[src/sv/bbps_pkg.sv]
`timescale 1ns / 1ps
`default_nettype none
// ---------------------------------------------------------------------------
// bbps_pkg
// Shared types and constants of the ball step block.
// ---------------------------------------------------------------------------
package bbps_pkg;
   localparam int BallMassDefault = 2;
   localparam int FracBitsDefault = 16;
   localparam int DataWidth = 32;
   localparam int DtWidth = 16;
   localparam int CsrAddrWidth = 5;
   // serial divider: dividend holds 7 times a 32-bit magnitude, divisor up to 127
   localparam int DvdWidth = 35;
   localparam int DvsWidth = 7;
   localparam int BounceDen = 10;

   typedef enum logic [1:0] {
      ACT_TICK = 2'd0,
      ACT_LAUNCH = 2'd1,
      ACT_PLACE = 2'd2,
      ACT_NONE = 2'd3
   } action_type;

   typedef enum logic [2:0] {
      REG_RADIUS = 3'd0,
      REG_LEFT = 3'd1,
      REG_RIGHT = 3'd2,
      REG_FLOOR = 3'd3,
      REG_CEIL = 3'd4,
      REG_GRAV = 3'd5,
      REG_FENCE_X = 3'd6,
      REG_FENCE_TOP = 3'd7
   } reg_index_type;

   typedef struct packed {
      logic [30:0] radius;
      logic signed [31:0] left_wall;
      logic signed [31:0] right_wall;
      logic signed [31:0] floor_level;
      logic signed [31:0] ceiling_level;
      logic signed [31:0] gravity_y;
      logic signed [31:0] fence_x;
      logic signed [31:0] fence_top;
   } cfg_type;

   typedef struct packed {
      logic start;
      logic signed [31:0] mcand;
      logic [DtWidth-1:0] mplier;
   } mul_req_type;

   typedef struct packed {
      logic done;
      logic signed [47:0] product;
   } mul_rsp_type;

   function automatic logic signed [31:0] sat32(input logic signed [35:0] v);
      logic signed [31:0] r;
      if (v > 36'sh0_7FFF_FFFF) r = 32'sh7FFF_FFFF;
      else if (v < -36'sh0_8000_0000) r = 32'sh8000_0000;
      else r = v[31:0];
      return r;
   endfunction
endpackage
`default_nettype wire

[src/sv/bbps_req_if.sv]
`timescale 1ns / 1ps
`default_nettype none
// ---------------------------------------------------------------------------
// bbps_req_if
// Input channel: action, tick length and launch force.
// ---------------------------------------------------------------------------
interface bbps_req_if;
   import bbps_pkg::*;
   logic valid;
   logic ready;
   logic [1:0] action;
   logic [DtWidth-1:0] time_step;
   logic signed [31:0] push_x;
   logic signed [31:0] push_y;
   modport source(output valid, action, time_step, push_x, push_y, input ready);
   modport sink(input valid, action, time_step, push_x, push_y, output ready);
endinterface
`default_nettype wire

[src/sv/bbps_rsp_if.sv]
`timescale 1ns / 1ps
`default_nettype none
// ---------------------------------------------------------------------------
// bbps_rsp_if
// Result channel: ball state after the step and fence hit flags.
// ---------------------------------------------------------------------------
interface bbps_rsp_if;
   logic valid;
   logic ready;
   logic signed [31:0] pos_x_out;
   logic signed [31:0] pos_y_out;
   logic signed [31:0] vel_x_out;
   logic signed [31:0] vel_y_out;
   logic fence_side_hit;
   logic fence_top_hit;
   modport source(output valid, pos_x_out, pos_y_out, vel_x_out, vel_y_out,
      fence_side_hit, fence_top_hit, input ready);
   modport sink(input valid, pos_x_out, pos_y_out, vel_x_out, vel_y_out,
      fence_side_hit, fence_top_hit, output ready);
endinterface
`default_nettype wire

[src/sv/ball_bounce_physics_step.sv]
`timescale 1ns / 1ps
`default_nettype none
// ---------------------------------------------------------------------------
// ball_bounce_physics_step
// One ball in a 2D room, stepped in signed fixed point.
// ---------------------------------------------------------------------------
// Usage: the req channel carries one item per step (tick, launch or place
// ball); the rsp channel returns one item with the ball state after it and
// the fence hit flags. Room geometry and gravity sit in APB registers;
// the user must write them only while the block is idle. The block itself
// does not enforce this. A tick runs three products of dt through a shared
// shift-add multiplier (one dt bit per cycle), then steps through the floor
// and ceiling, the side walls, friction, fence side, fence top and gravity.
// Each bounce (up to four per tick) runs 7|v| through a restoring divider
// by 10, one quotient bit per cycle. A launch runs force/BALL_MASS through
// the same divider for each axis. Place and the spare action code go
// straight to the output step.
// One item is in flight at a time; the result sits in an output register,
// and req is ready again the cycle after the receiver takes it, so a stall
// on rsp holds the block.
// Reset loads the register defaults, puts the ball at rest at
// (radius + left wall, radius) and empties the result register.
// ---------------------------------------------------------------------------
module ball_bounce_physics_step import bbps_pkg::*; #(
   parameter int BALL_MASS = BallMassDefault,
   parameter int FRAC_BITS = FracBitsDefault
) (
   input  wire logic clock,
   input  wire logic reset,
   bbps_req_if.sink req,
   bbps_rsp_if.source rsp,
   input  wire logic csr_psel,
   input  wire logic csr_penable,
   input  wire logic csr_pwrite,
   input  wire logic [CsrAddrWidth-1:0] csr_paddr,
   input  wire logic [31:0] csr_pwdata,
   output logic [31:0] csr_prdata,
   output logic csr_pready
);
   typedef enum logic [3:0] {
      S_IDLE, S_MX, S_WX, S_MY, S_WY, S_MG, S_WG,
      S_WALLY, S_WALLX, S_FRIC, S_FENCE, S_TOP, S_GRAV, S_LY, S_DIV, S_OUT
   } state_type;

   localparam int DivCntWidth = $clog2(DvdWidth + 1);

   cfg_type cfg;
   mul_req_type mreq;
   mul_rsp_type mrsp;

   state_type state_ff;
   state_type ret_ff;
   logic signed [31:0] px_ff, py_ff, vx_ff, vy_ff;
   logic signed [31:0] px0_ff, py0_ff;
   logic signed [31:0] push_y_ff;
   logic [DtWidth-1:0] dt_ff;
   logic signed [47:0] gdt_ff;
   logic side_ff, top_ff;
   logic rsp_valid_ff;

   // restoring divider, shared by bounces and launches
   logic div_go_ff, div_busy_ff, div_done_ff;
   logic [DivCntWidth-1:0] div_cnt_ff;
   logic [DvdWidth-1:0] div_arg_ff, div_dq_ff;
   logic [DvsWidth-1:0] div_dvs_ff, div_rem_ff;
   logic div_neg_ff, div_vy_ff, div_add_ff;

   bbps_csr u_csr (
      .clock, .reset, .csr_psel, .csr_penable, .csr_pwrite, .csr_paddr,
      .csr_pwdata, .csr_prdata, .csr_pready, .cfg
   );

   bbps_serial_mul u_mul (.clock, .reset, .req(mreq), .rsp(mrsp));

   // wide signed views
   logic signed [35:0] r, px, py, vx, vy, lw, rw, fl, cl, fx, fh, px0, py0;
   assign r = 36'(signed'({1'b0, cfg.radius}));
   assign px = 36'(px_ff);
   assign py = 36'(py_ff);
   assign vx = 36'(vx_ff);
   assign vy = 36'(vy_ff);
   assign lw = 36'(cfg.left_wall);
   assign rw = 36'(cfg.right_wall);
   assign fl = 36'(cfg.floor_level);
   assign cl = 36'(cfg.ceiling_level);
   assign fx = 36'(cfg.fence_x);
   assign fh = 36'(cfg.fence_top);
   assign px0 = 36'(px0_ff);
   assign py0 = 36'(py0_ff);

   logic signed [47:0] prod_sh, gdt_sh, fric;
   assign prod_sh = mrsp.product >>> FRAC_BITS;
   assign gdt_sh = gdt_ff >>> FRAC_BITS;
   assign fric = gdt_ff >>> (FRAC_BITS + 2);

   logic crossed, fence_ov;
   logic signed [35:0] fv;
   always_comb begin
      crossed = (px0 - r <= fx && px + r >= fx) || (px0 + r >= fx && px - r <= fx);
      fence_ov = side_ff || (px - r < fx && px + r > fx);
      fv = 36'(vx_ff);
      if (vx_ff > 0) fv = vx + 36'(fric);
      else if (vx_ff < 0) fv = vx - 36'(fric);
   end

   logic hit_floor, hit_ceil, hit_left, hit_right, hit_fence_l, hit_fence_r, hit_top;
   assign hit_floor = py - r < fl && vy_ff < 0;
   assign hit_ceil = py + r > cl && vy_ff > 0;
   assign hit_left = px - r < lw && vx_ff < 0;
   assign hit_right = px + r > rw && vx_ff > 0;
   assign hit_fence_l = py - r < fh && crossed && px0 + r <= fx && px + r > fx && vx_ff > 0;
   assign hit_fence_r = py - r < fh && crossed && px0 - r >= fx && px - r < fx && vx_ff < 0;
   assign hit_top = py - r < fh && py + r > fh && fence_ov && py0 - r >= fh && vy_ff < 0;

   logic take, bounce_y, bounce_go, launch_go;
   assign take = req.valid && req.ready;
   assign bounce_y = state_ff == S_WALLY || state_ff == S_TOP;
   assign bounce_go = (state_ff == S_WALLY && (hit_floor || hit_ceil)) ||
                      (state_ff == S_WALLX && (hit_left || hit_right)) ||
                      (state_ff == S_FENCE && (hit_fence_l || hit_fence_r)) ||
                      (state_ff == S_TOP && hit_top);
   assign launch_go = (take && action_type'(req.action) == ACT_LAUNCH) || state_ff == S_LY;

   // bounce dividend: 7|v| by shift and subtract
   logic signed [35:0] bv, babs, lv, labs;
   logic [DvdWidth-1:0] bmag;
   assign bv = bounce_y ? vy : vx;
   assign babs = bv < 0 ? -bv : bv;
   assign bmag = DvdWidth'((babs <<< 3) - babs);
   assign lv = state_ff == S_IDLE ? 36'(req.push_x) : 36'(push_y_ff);
   assign labs = lv < 0 ? -lv : lv;

   // quotient magnitude with the sign applied: rounds toward zero
   logic signed [35:0] dq_s, dval;
   assign dq_s = signed'(36'(div_dq_ff));
   assign dval = div_neg_ff ? -dq_s : dq_s;

   logic [DvsWidth:0] div_trial;
   logic div_fits;
   assign div_trial = {div_rem_ff, div_dq_ff[DvdWidth-1]};
   assign div_fits = div_trial >= {1'b0, div_dvs_ff};

   always_ff @(posedge clock) begin
      if (reset) begin
         div_busy_ff <= 1'b0;
         div_done_ff <= 1'b0;
         div_cnt_ff <= '0;
      end else begin
         div_done_ff <= 1'b0;
         if (div_go_ff) begin
            div_busy_ff <= 1'b1;
            div_cnt_ff <= DivCntWidth'(DvdWidth);
         end else if (div_busy_ff) begin
            div_cnt_ff <= div_cnt_ff - 1'b1;
            if (div_cnt_ff == DivCntWidth'(1)) begin
               div_busy_ff <= 1'b0;
               div_done_ff <= 1'b1;
            end
         end
      end
      // shift one dividend bit into the remainder, one quotient bit out
      if (div_go_ff) begin
         div_dq_ff <= div_arg_ff;
         div_rem_ff <= '0;
      end else if (div_busy_ff) begin
         div_dq_ff <= {div_dq_ff[DvdWidth-2:0], div_fits};
         div_rem_ff <= DvsWidth'(div_fits ? div_trial - {1'b0, div_dvs_ff} : div_trial);
      end
   end

   assign req.ready = state_ff == S_IDLE && !rsp_valid_ff;
   assign mreq.start = state_ff == S_MX || state_ff == S_MY || state_ff == S_MG;
   assign mreq.mplier = dt_ff;
   always_comb begin
      unique case (state_ff)
         S_MX: mreq.mcand = vx_ff;
         S_MY: mreq.mcand = vy_ff;
         default: mreq.mcand = cfg.gravity_y;
      endcase
   end

   always_ff @(posedge clock) begin
      if (reset) begin
         state_ff <= S_IDLE;
         rsp_valid_ff <= 1'b0;
         div_go_ff <= 1'b0;
         px_ff <= sat32(36'sd32768);
         py_ff <= 32'sd32768;
         vx_ff <= '0;
         vy_ff <= '0;
         side_ff <= 1'b0;
         top_ff <= 1'b0;
      end else begin
         if (rsp_valid_ff && rsp.ready) rsp_valid_ff <= 1'b0;
         unique case (state_ff)
            S_IDLE: if (take) begin
               dt_ff <= req.time_step;
               px0_ff <= px_ff;
               py0_ff <= py_ff;
               side_ff <= 1'b0;
               top_ff <= 1'b0;
               unique case (action_type'(req.action))
                  ACT_TICK: state_ff <= S_MX;
                  ACT_LAUNCH: begin
                     push_y_ff <= req.push_y;
                     ret_ff <= S_LY;
                     state_ff <= S_DIV;
                  end
                  ACT_PLACE: begin
                     px_ff <= sat32(r + lw);
                     py_ff <= {1'b0, cfg.radius};
                     vx_ff <= '0;
                     vy_ff <= '0;
                     state_ff <= S_OUT;
                  end
                  default: state_ff <= S_OUT;
               endcase
            end
            S_MX: state_ff <= S_WX;
            S_WX: if (mrsp.done) begin
               px_ff <= sat32(px + 36'(prod_sh));
               state_ff <= S_MY;
            end
            S_MY: state_ff <= S_WY;
            S_WY: if (mrsp.done) begin
               py_ff <= sat32(py + 36'(prod_sh));
               state_ff <= S_MG;
            end
            S_MG: state_ff <= S_WG;
            S_WG: if (mrsp.done) begin
               gdt_ff <= mrsp.product;
               state_ff <= S_WALLY;
            end
            S_WALLY: begin
               if (hit_floor) py_ff <= sat32(r + fl);
               else if (hit_ceil) py_ff <= sat32(cl - r);
               ret_ff <= S_WALLX;
               state_ff <= bounce_go ? S_DIV : S_WALLX;
            end
            S_WALLX: begin
               if (hit_left) px_ff <= sat32(lw + r);
               else if (hit_right) px_ff <= sat32(rw - r);
               ret_ff <= S_FRIC;
               state_ff <= bounce_go ? S_DIV : S_FRIC;
            end
            S_FRIC: begin
               if (py - r <= fl) begin
                  if (vx_ff > 0) vx_ff <= fv < 0 ? 32'sd0 : sat32(fv);
                  else if (vx_ff < 0) vx_ff <= fv > 0 ? 32'sd0 : sat32(fv);
               end
               state_ff <= S_FENCE;
            end
            S_FENCE: begin
               if (hit_fence_l) begin
                  px_ff <= sat32(fx - r);
                  side_ff <= 1'b1;
               end else if (hit_fence_r) begin
                  px_ff <= sat32(fx + r);
                  side_ff <= 1'b1;
               end
               ret_ff <= S_TOP;
               state_ff <= bounce_go ? S_DIV : S_TOP;
            end
            S_TOP: begin
               if (hit_top) begin
                  py_ff <= sat32(fh + r);
                  top_ff <= 1'b1;
               end
               ret_ff <= S_GRAV;
               state_ff <= bounce_go ? S_DIV : S_GRAV;
            end
            S_GRAV: begin
               vy_ff <= sat32(vy + 36'(gdt_sh));
               state_ff <= S_OUT;
            end
            S_LY: begin
               ret_ff <= S_OUT;
               state_ff <= S_DIV;
            end
            S_DIV: begin
               div_go_ff <= 1'b0;
               if (div_done_ff) begin
                  if (div_vy_ff) vy_ff <= sat32((div_add_ff ? vy : 36'sd0) + dval);
                  else vx_ff <= sat32((div_add_ff ? vx : 36'sd0) + dval);
                  state_ff <= ret_ff;
               end
            end
            S_OUT: begin
               rsp_valid_ff <= 1'b1;
               state_ff <= S_IDLE;
            end
            default: state_ff <= S_IDLE;
         endcase
         // load the divider: -7v/10 for a bounce, force/BALL_MASS for a launch
         if (bounce_go || launch_go) begin
            div_go_ff <= 1'b1;
            div_arg_ff <= bounce_go ? bmag : DvdWidth'(labs);
            div_dvs_ff <= bounce_go ? DvsWidth'(BounceDen) : DvsWidth'(BALL_MASS);
            div_neg_ff <= bounce_go ? bv > 0 : lv < 0;
            div_vy_ff <= bounce_y || state_ff == S_LY;
            div_add_ff <= !bounce_go;
         end
      end
   end

   assign rsp.valid = rsp_valid_ff;
   assign rsp.pos_x_out = px_ff;
   assign rsp.pos_y_out = py_ff;
   assign rsp.vel_x_out = vx_ff;
   assign rsp.vel_y_out = vy_ff;
   assign rsp.fence_side_hit = side_ff;
   assign rsp.fence_top_hit = top_ff;
endmodule
`default_nettype wire

[src/sv/bbps_csr.sv]
`timescale 1ns / 1ps
`default_nettype none
// ---------------------------------------------------------------------------
// bbps_csr
// APB register file for the room geometry and gravity.
// ---------------------------------------------------------------------------
module bbps_csr import bbps_pkg::*; (
   input  wire logic clock,
   input  wire logic reset,
   input  wire logic csr_psel,
   input  wire logic csr_penable,
   input  wire logic csr_pwrite,
   input  wire logic [CsrAddrWidth-1:0] csr_paddr,
   input  wire logic [31:0] csr_pwdata,
   output logic [31:0] csr_prdata,
   output logic csr_pready,
   output cfg_type cfg
);
   cfg_type cfg_ff;
   logic wr;
   reg_index_type idx;

   assign wr = csr_psel && csr_penable && csr_pwrite;
   assign idx = reg_index_type'(csr_paddr[4:2]);
   assign csr_pready = 1'b1;
   assign cfg = cfg_ff;

   always_ff @(posedge clock) begin
      if (reset) begin
         cfg_ff.radius <= 31'd32768;
         cfg_ff.left_wall <= 32'sd0;
         cfg_ff.right_wall <= 32'sd655360;
         cfg_ff.floor_level <= 32'sd0;
         cfg_ff.ceiling_level <= 32'sd655360;
         cfg_ff.gravity_y <= -32'sd642253;
         cfg_ff.fence_x <= 32'sd327680;
         cfg_ff.fence_top <= 32'sd65536;
      end else if (wr) begin
         unique case (idx)
            REG_RADIUS: cfg_ff.radius <= csr_pwdata[30:0];
            REG_LEFT: cfg_ff.left_wall <= csr_pwdata;
            REG_RIGHT: cfg_ff.right_wall <= csr_pwdata;
            REG_FLOOR: cfg_ff.floor_level <= csr_pwdata;
            REG_CEIL: cfg_ff.ceiling_level <= csr_pwdata;
            REG_GRAV: cfg_ff.gravity_y <= csr_pwdata;
            REG_FENCE_X: cfg_ff.fence_x <= csr_pwdata;
            REG_FENCE_TOP: cfg_ff.fence_top <= csr_pwdata;
            default: ;
         endcase
      end
   end

   always_comb begin
      csr_prdata = '0;
      unique case (idx)
         REG_RADIUS: csr_prdata = {1'b0, cfg_ff.radius};
         REG_LEFT: csr_prdata = cfg_ff.left_wall;
         REG_RIGHT: csr_prdata = cfg_ff.right_wall;
         REG_FLOOR: csr_prdata = cfg_ff.floor_level;
         REG_CEIL: csr_prdata = cfg_ff.ceiling_level;
         REG_GRAV: csr_prdata = cfg_ff.gravity_y;
         REG_FENCE_X: csr_prdata = cfg_ff.fence_x;
         REG_FENCE_TOP: csr_prdata = cfg_ff.fence_top;
         default: csr_prdata = '0;
      endcase
   end
endmodule
`default_nettype wire

[src/sv/bbps_serial_mul.sv]
`timescale 1ns / 1ps
`default_nettype none
// ---------------------------------------------------------------------------
// bbps_serial_mul
// Shift-add multiplier: signed 32-bit value times unsigned dt, one dt bit
// per cycle.
// ---------------------------------------------------------------------------
module bbps_serial_mul import bbps_pkg::*; (
   input  wire logic clock,
   input  wire logic reset,
   input  mul_req_type req,
   output mul_rsp_type rsp
);
   localparam int CntWidth = $clog2(DtWidth + 1);
   logic signed [47:0] acc_ff;
   logic signed [47:0] mcand_ff;
   logic [DtWidth-1:0] mplier_ff;
   logic [CntWidth-1:0] cnt_ff;
   logic busy_ff;
   logic done_ff;

   always_ff @(posedge clock) begin
      if (reset) begin
         busy_ff <= 1'b0;
         done_ff <= 1'b0;
         cnt_ff <= '0;
      end else begin
         done_ff <= 1'b0;
         if (req.start) begin
            busy_ff <= 1'b1;
            cnt_ff <= CntWidth'(DtWidth);
         end else if (busy_ff) begin
            cnt_ff <= cnt_ff - 1'b1;
            if (cnt_ff == CntWidth'(1)) begin
               busy_ff <= 1'b0;
               done_ff <= 1'b1;
            end
         end
      end
      // payload: load, then add the shifted multiplicand for each set bit
      if (req.start) begin
         acc_ff <= '0;
         mcand_ff <= 48'(req.mcand);
         mplier_ff <= req.mplier;
      end else if (busy_ff) begin
         if (mplier_ff[0]) acc_ff <= acc_ff + mcand_ff;
         mcand_ff <= mcand_ff <<< 1;
         mplier_ff <= mplier_ff >> 1;
      end
   end

   assign rsp.done = done_ff;
   assign rsp.product = acc_ff;
endmodule
`default_nettype wire

[src/flat_wrapper.sv]
// flat-port wrapper written by rule: the top's interface ports become plain ports
module ball_bounce_physics_step_flat import bbps_pkg::*;
#(
   parameter int BALL_MASS = BallMassDefault,
   parameter int FRAC_BITS = FracBitsDefault
)
  (clock, reset, csr_psel, csr_penable, csr_pwrite, csr_paddr, csr_pwdata, csr_prdata, csr_pready, req_valid, req_action, req_time_step, req_push_x, req_push_y, req_ready, rsp_valid, rsp_pos_x_out, rsp_pos_y_out, rsp_vel_x_out, rsp_vel_y_out, rsp_fence_side_hit, rsp_fence_top_hit, rsp_ready);
  bbps_req_if req_i ();
  bbps_rsp_if rsp_i ();
  input  wire logic clock;
  input  wire logic reset;
  input  wire logic csr_psel;
  input  wire logic csr_penable;
  input  wire logic csr_pwrite;
  input  wire logic [CsrAddrWidth-1:0] csr_paddr;
  input  wire logic [31:0] csr_pwdata;
  output logic [31:0] csr_prdata;
  output logic csr_pready;
  input wire logic [$bits(req_i.valid)-1:0] req_valid;
  input wire logic [$bits(req_i.action)-1:0] req_action;
  input wire logic [$bits(req_i.time_step)-1:0] req_time_step;
  input wire logic [$bits(req_i.push_x)-1:0] req_push_x;
  input wire logic [$bits(req_i.push_y)-1:0] req_push_y;
  output wire logic [$bits(req_i.ready)-1:0] req_ready;
  output wire logic [$bits(rsp_i.valid)-1:0] rsp_valid;
  output wire logic [$bits(rsp_i.pos_x_out)-1:0] rsp_pos_x_out;
  output wire logic [$bits(rsp_i.pos_y_out)-1:0] rsp_pos_y_out;
  output wire logic [$bits(rsp_i.vel_x_out)-1:0] rsp_vel_x_out;
  output wire logic [$bits(rsp_i.vel_y_out)-1:0] rsp_vel_y_out;
  output wire logic [$bits(rsp_i.fence_side_hit)-1:0] rsp_fence_side_hit;
  output wire logic [$bits(rsp_i.fence_top_hit)-1:0] rsp_fence_top_hit;
  input wire logic [$bits(rsp_i.ready)-1:0] rsp_ready;
  assign req_i.valid = req_valid;
  assign req_i.action = req_action;
  assign req_i.time_step = req_time_step;
  assign req_i.push_x = req_push_x;
  assign req_i.push_y = req_push_y;
  assign req_ready = req_i.ready;
  assign rsp_valid = rsp_i.valid;
  assign rsp_pos_x_out = rsp_i.pos_x_out;
  assign rsp_pos_y_out = rsp_i.pos_y_out;
  assign rsp_vel_x_out = rsp_i.vel_x_out;
  assign rsp_vel_y_out = rsp_i.vel_y_out;
  assign rsp_fence_side_hit = rsp_i.fence_side_hit;
  assign rsp_fence_top_hit = rsp_i.fence_top_hit;
  assign rsp_i.ready = rsp_ready;
  ball_bounce_physics_step #(.BALL_MASS(BALL_MASS), .FRAC_BITS(FRAC_BITS)) u_core (.clock(clock), .reset(reset), .req(req_i), .rsp(rsp_i), .csr_psel(csr_psel), .csr_penable(csr_penable), .csr_pwrite(csr_pwrite), .csr_paddr(csr_paddr), .csr_pwdata(csr_pwdata), .csr_prdata(csr_prdata), .csr_pready(csr_pready));
endmodule
[config.mk]
export PLATFORM = sky130hd
export DESIGN_NAME = ball_bounce_physics_step_flat
export DESIGN_NICKNAME = d
export VERILOG_FILES = /design/src/sv/bbps_pkg.sv /design/src/sv/bbps_req_if.sv /design/src/sv/bbps_rsp_if.sv /design/src/sv/ball_bounce_physics_step.sv /design/src/sv/bbps_csr.sv /design/src/sv/bbps_serial_mul.sv /design/src/flat_wrapper.sv
export SDC_FILE = /design/constraint.sdc
export NUM_CORES = 2
export LEC_CHECK = 0
export BUFFER_PORTS_ARGS = -buffer_cell sky130_fd_sc_hd__buf_2
export CAP_MARGIN = 20
export CELL_PAD_IN_SITES_DETAIL_PLACEMENT = 1
export CELL_PAD_IN_SITES_GLOBAL_PLACEMENT = 2
export CORE_UTILIZATION = 35
export DETAILED_ROUTE_END_ITERATION = 10
export GPL_TIMING_DRIVEN = 0
export PLACE_DENSITY_LB_ADDON = 0.1
export RECOVER_POWER = 100
export SETUP_SLACK_MARGIN = 0.5
export SYNTH_ARGS = -nofsm -noshare
export SYNTH_HDL_FRONTEND = slang
export SYNTH_SLANG_ARGS = --single-unit
export TNS_END_PERCENT = 30
[constraint.sdc]
create_clock -name clock -period 9 [get_ports clock]
set_input_delay 1.8 -clock clock [delete_from_list [all_inputs] [get_ports clock]]
set_output_delay 1.8 -clock clock [all_outputs]
set_load 0.01 [all_outputs]
==> results.cfg <==
[floorplan]
number_of_cell_rows = 175
die_h_microns = 482
die-width_microns = 482
core_sq_um = 228000
io-pin-count = 291
floorplan.initialDensity_pct = 35.3
fp.dieArea_sq_um = 232000

[timing]
rsz0062_at_grt = yes
timing.final.setup_violations = 0
fin_worst_hold_slack_ns = 0.460
slew_headroom_pct = -127
timing.final.hold_violations = 0
max_freq_mhz = 115
tightestPinTransition_ns = 3.41
clock_skew_ns = 0.0886
post-route-period-util_pct = 96.7
maxSlewViolCount = 229
layout_min_cycle_time_ns = 8.70

[synthesis]
ys_warn_count = 0
synthesis.area_per_instance_sq_um = 7.81
synth_enable_flop_cells = 285
async_flop_share_pct = 0
ys.flop_type = sky130_fd_sc_hd__dfxtp_1
synthCells = 10300
synth_seq_cells = 746
synth.yosys.seq_area_share_pct = 22.1
synth_cell_types = 116
synthesis.area_sq_um = 80600

[grt]
grt_first_pass_wirelength_mm = 628
antenna_violations_before_repair = 50
grt_overflow_total = 0
track_usage_pct = 37.9
first_global_vias = 83900
maximum_number_of_pins_on_one_net_before_global_route_repair = 65

[outcome]
violated_checks = max-capacitance violations, max-slew violations
run_status = finished, violations left

[power_and_ir_drop]
fin_total_pwr_uw = 27200
p_int_uw = 13100
swShare_pct = 51.8
irDropWorstVdd_mv = 0.214
power_leakage_uw = 0.0378
total_switching_power_uw = 14100
combinationalPowerShare_pct = 63.3
clock_power_share_pct = 15.9
p_seq_share_pct = 20.8
power.density_nw_per_um2 = 299

[setup_path]
timing.critical_path.to_type = register
slowest_delay_ns = 0.69
highest_delay_cell_along_the_critical_path = sky130_fd_sc_hd__or4_4
cp_num_buf_inv = 6
timing.setup.critical_path_class = register to register
critical_path.most_common_cell = sky130_fd_sc_hd__a21oi_1
worstPathArrival_ns = 9.35
critical_path_required_ns = 9.65
path_delay_family = compound AO/OA/AOI/OAI gates
cp-start-kind = register
timing.critical_path.fanout_max = 10

[hold_path]
kind_of_path_behind_the_tightest_hold_check = register to register

[finish]
layout.nets = 12100
regArea_sq_um = 17800
areaGrowthSynthToFinish_pct = 13.0
layout-drive-gt1-share_pct = 6.74
final_cell_mix = sky130_fd_sc_hd__nand2_1 (1141), sky130_fd_sc_hd__a21oi_1 (1130), sky130_fd_sc_hd__ha_1 (1113)
filler_instances = 27900
final_core_util_pct = 39.9
multi_input_gate_area_in_the_final_layout_sq_um = 59200
most_common_cell_after_layout_fill_and_taps_aside = sky130_fd_sc_hd__nand2_1

[place]
gpl.final_weighted_congestion = 1.03
buffer_ports.inserted = 253
place_hpwl_mm = 376

[detailed_routing]
drc = 0
drt_pre_antenna_iters = 8
avgViaCountPerCell = 6.06
detail_route.iter0.violations = 6879
dr_total_vias = 84500
drt_wl_total_mm = 454
ant_nets = 0
detail_route.wl_per_cell_microns = 32.6

[cts]
clk-insertion-delay-late_ns = 0.82
cts.sink_count = 746
max-clock-path-buffers = 3
tritoncts.num_buffers = 102
clock_tree.htree_level_count = 3
cts-root-buf = sky130_fd_sc_hd__clkbuf_16
cts_tree = done
clk_transition_reported_paths_ns = 0.06
hold_buffers = 0

[flow_run]
max_cap_viol_count = 10
worst reg2reg max path, delay by kind of cell, from the launching register on:
family	cells	cell delay, ns
AND/OR/NAND/NOR	6	1.98
adder cells (fa/ha/maj)	3	0.84
flip-flops	1	0.57
AO/OA/AOI/OAI	17	4.12
buffers and inverters	6	1.05
area by class of cell:
class | instances | area share (%)
Timing Repair Buffer | 398 | 2.90
Buffer | 468 | 2.15
Clock inverter | 51 | 0.618
Clock buffer | 136 | 3.14
Antenna cell | 23 | 0.0632
Sequential cell | 746 | 19.6
Inverter | 563 | 2.40
Tap cell | 3009 | 4.13
Multi-Input combinational cell | 8550 | 65.0
worst paths after layout:
| kind | startpoint | endpoint | slack, ns | cells past startpoint |
|---|---|---|---|---|
| worst max-delay path | u_core.rsp.pos_y_out[0]$_SDFFE_PP0P_ | u_core.rsp.vel_x_out[31]$_SDFFE_PP0P_ | 0.30 | 32 |
| worst min-delay path | u_core.u_mul.acc_ff[8]$_SDFFE_PN0P_ | u_core.u_mul.acc_ff[8]$_SDFFE_PN0P_ | 0.46 | 2 |
| worst max register to register | u_core.rsp.pos_y_out[0]$_SDFFE_PP0P_ | u_core.rsp.vel_x_out[31]$_SDFFE_PP0P_ | 0.30 | 32 |
| worst min register to register | u_core.u_mul.acc_ff[8]$_SDFFE_PN0P_ | u_core.u_mul.acc_ff[8]$_SDFFE_PN0P_ | 0.46 | 2 |
power groups by stage:
stage / Clock, uW / Sequential, uW / Combinational (uW)
6_report: 4320 / 5670 / 17200
5_1_grt: 4490 / 5700 / 18700
4_1_cts: 4370 / 5640 / 16900
3_5_place_dp: 0 / 5710 / 16600
3_3_place_gp: 0 / 5870 / 15900
2_1_floorplan: 0 / 5000 / 11000
flip-flops by register name (all words and copies together), names as in the netlist, 32 cells and up:
name and flops:
u_core.rsp.vel_x_out 32, u_core.u_mul.mcand_ff 48, u_core.gdt_ff 32, u_core.div_dq_ff 35, u_core.u_mul.acc_ff 48, u_core.py0_ff 32, u_core.rsp.pos_y_out 32, u_core.rsp.vel_y_out 32
u_core.rsp.pos_x_out 32, u_core.u_csr.cfg 255, u_core.div_arg_ff 35, u_core.px0_ff 32, u_core.push_y_ff 32
what timing repair did:
item / 4_1_cts / 5_1_grt
setup buffers: 67 / 19
resized for setup: 115 / 76
pin swaps: 8 / 9
gates cloned: 0 / 1
endpoints found under the setup margin: 179 / 175
kinds of logic (layout without fill, tap and decap cells):
group | after synthesis | after routing | share of synthesized area, %
XOR/XNOR | 702 | 702 | 7.65
multiplexers | 168 | 168 | 2.41
flip-flops | 746 | 746 | 22.1
AO/OA/AOI/OAI | 3424 | 3425 | 27.1
buffers and inverters | 1031 | 1616 | 5.04
other | 1 | 26 | 0.00465
AND/OR/NAND/NOR | 3117 | 3117 | 17.9
adder cells (fa/ha/maj) | 1135 | 1135 | 17.8
layer usage:
layer / vias to the layer above / part of all wire [%] / routed length (microns) / track usage (%)
li1: 38700 / - / - / -
met3: 861 / 6.6 / 30100 / 7.17
met4: 24 / 8.1 / 36900 / 26.7
met1: 42100 / 41 / 186000 / 46.1
met5: - / 0.035 / 161 / 0
met2: 2873 / 44 / 201000 / 60.0
cells in the mapped netlist, types with 106 or more instances:
cell                       instances  area [sq um]
sky130_fd_sc_hd__clkbuf_1        374          1400
sky130_fd_sc_hd__nor2_1          756          2840
sky130_fd_sc_hd__dfxtp_1         461          9230
sky130_fd_sc_hd__nand2b_1        128           801
sky130_fd_sc_hd__nand4_1         106           663
sky130_fd_sc_hd__mux2i_1         112          1120
sky130_fd_sc_hd__and2_1          106           663
sky130_fd_sc_hd__nor2b_1         137           857
sky130_fd_sc_hd__inv_1           559          2100
sky130_fd_sc_hd__nand3_1         198           991
sky130_fd_sc_hd__o21ai_0         666          3330
sky130_fd_sc_hd__o21bai_1        115           863
sky130_fd_sc_hd__xnor2_1         496          4340
sky130_fd_sc_hd__a21oi_1        1138          5700
sky130_fd_sc_hd__edfxtp_1        285          8560
sky130_fd_sc_hd__a31oi_1         156           976
sky130_fd_sc_hd__xor2_1          205          1800
sky130_fd_sc_hd__o21a_1          130           976
sky130_fd_sc_hd__a21o_1          402          3020
sky130_fd_sc_hd__nand2_1        1141          4280
sky130_fd_sc_hd__nor3_1          223          1120
sky130_fd_sc_hd__ha_1           1113         13900
stage by stage:
step                      setup WS (ns)  TNS [ns]  instance area, sq um  cells
final                             0.296         0                 91100  13900
after global placement            -4.93   -790.52                 85700  13600
after detailed placement          -2.65   -342.89                 86700  13600
after floorplan                    1.04         0                 80700  10300
after global routing              0.234         0                 91100  13900
after CTS                         0.423         0                 91000  13900
Note: power is estimated with default switching activity, not from simulation.
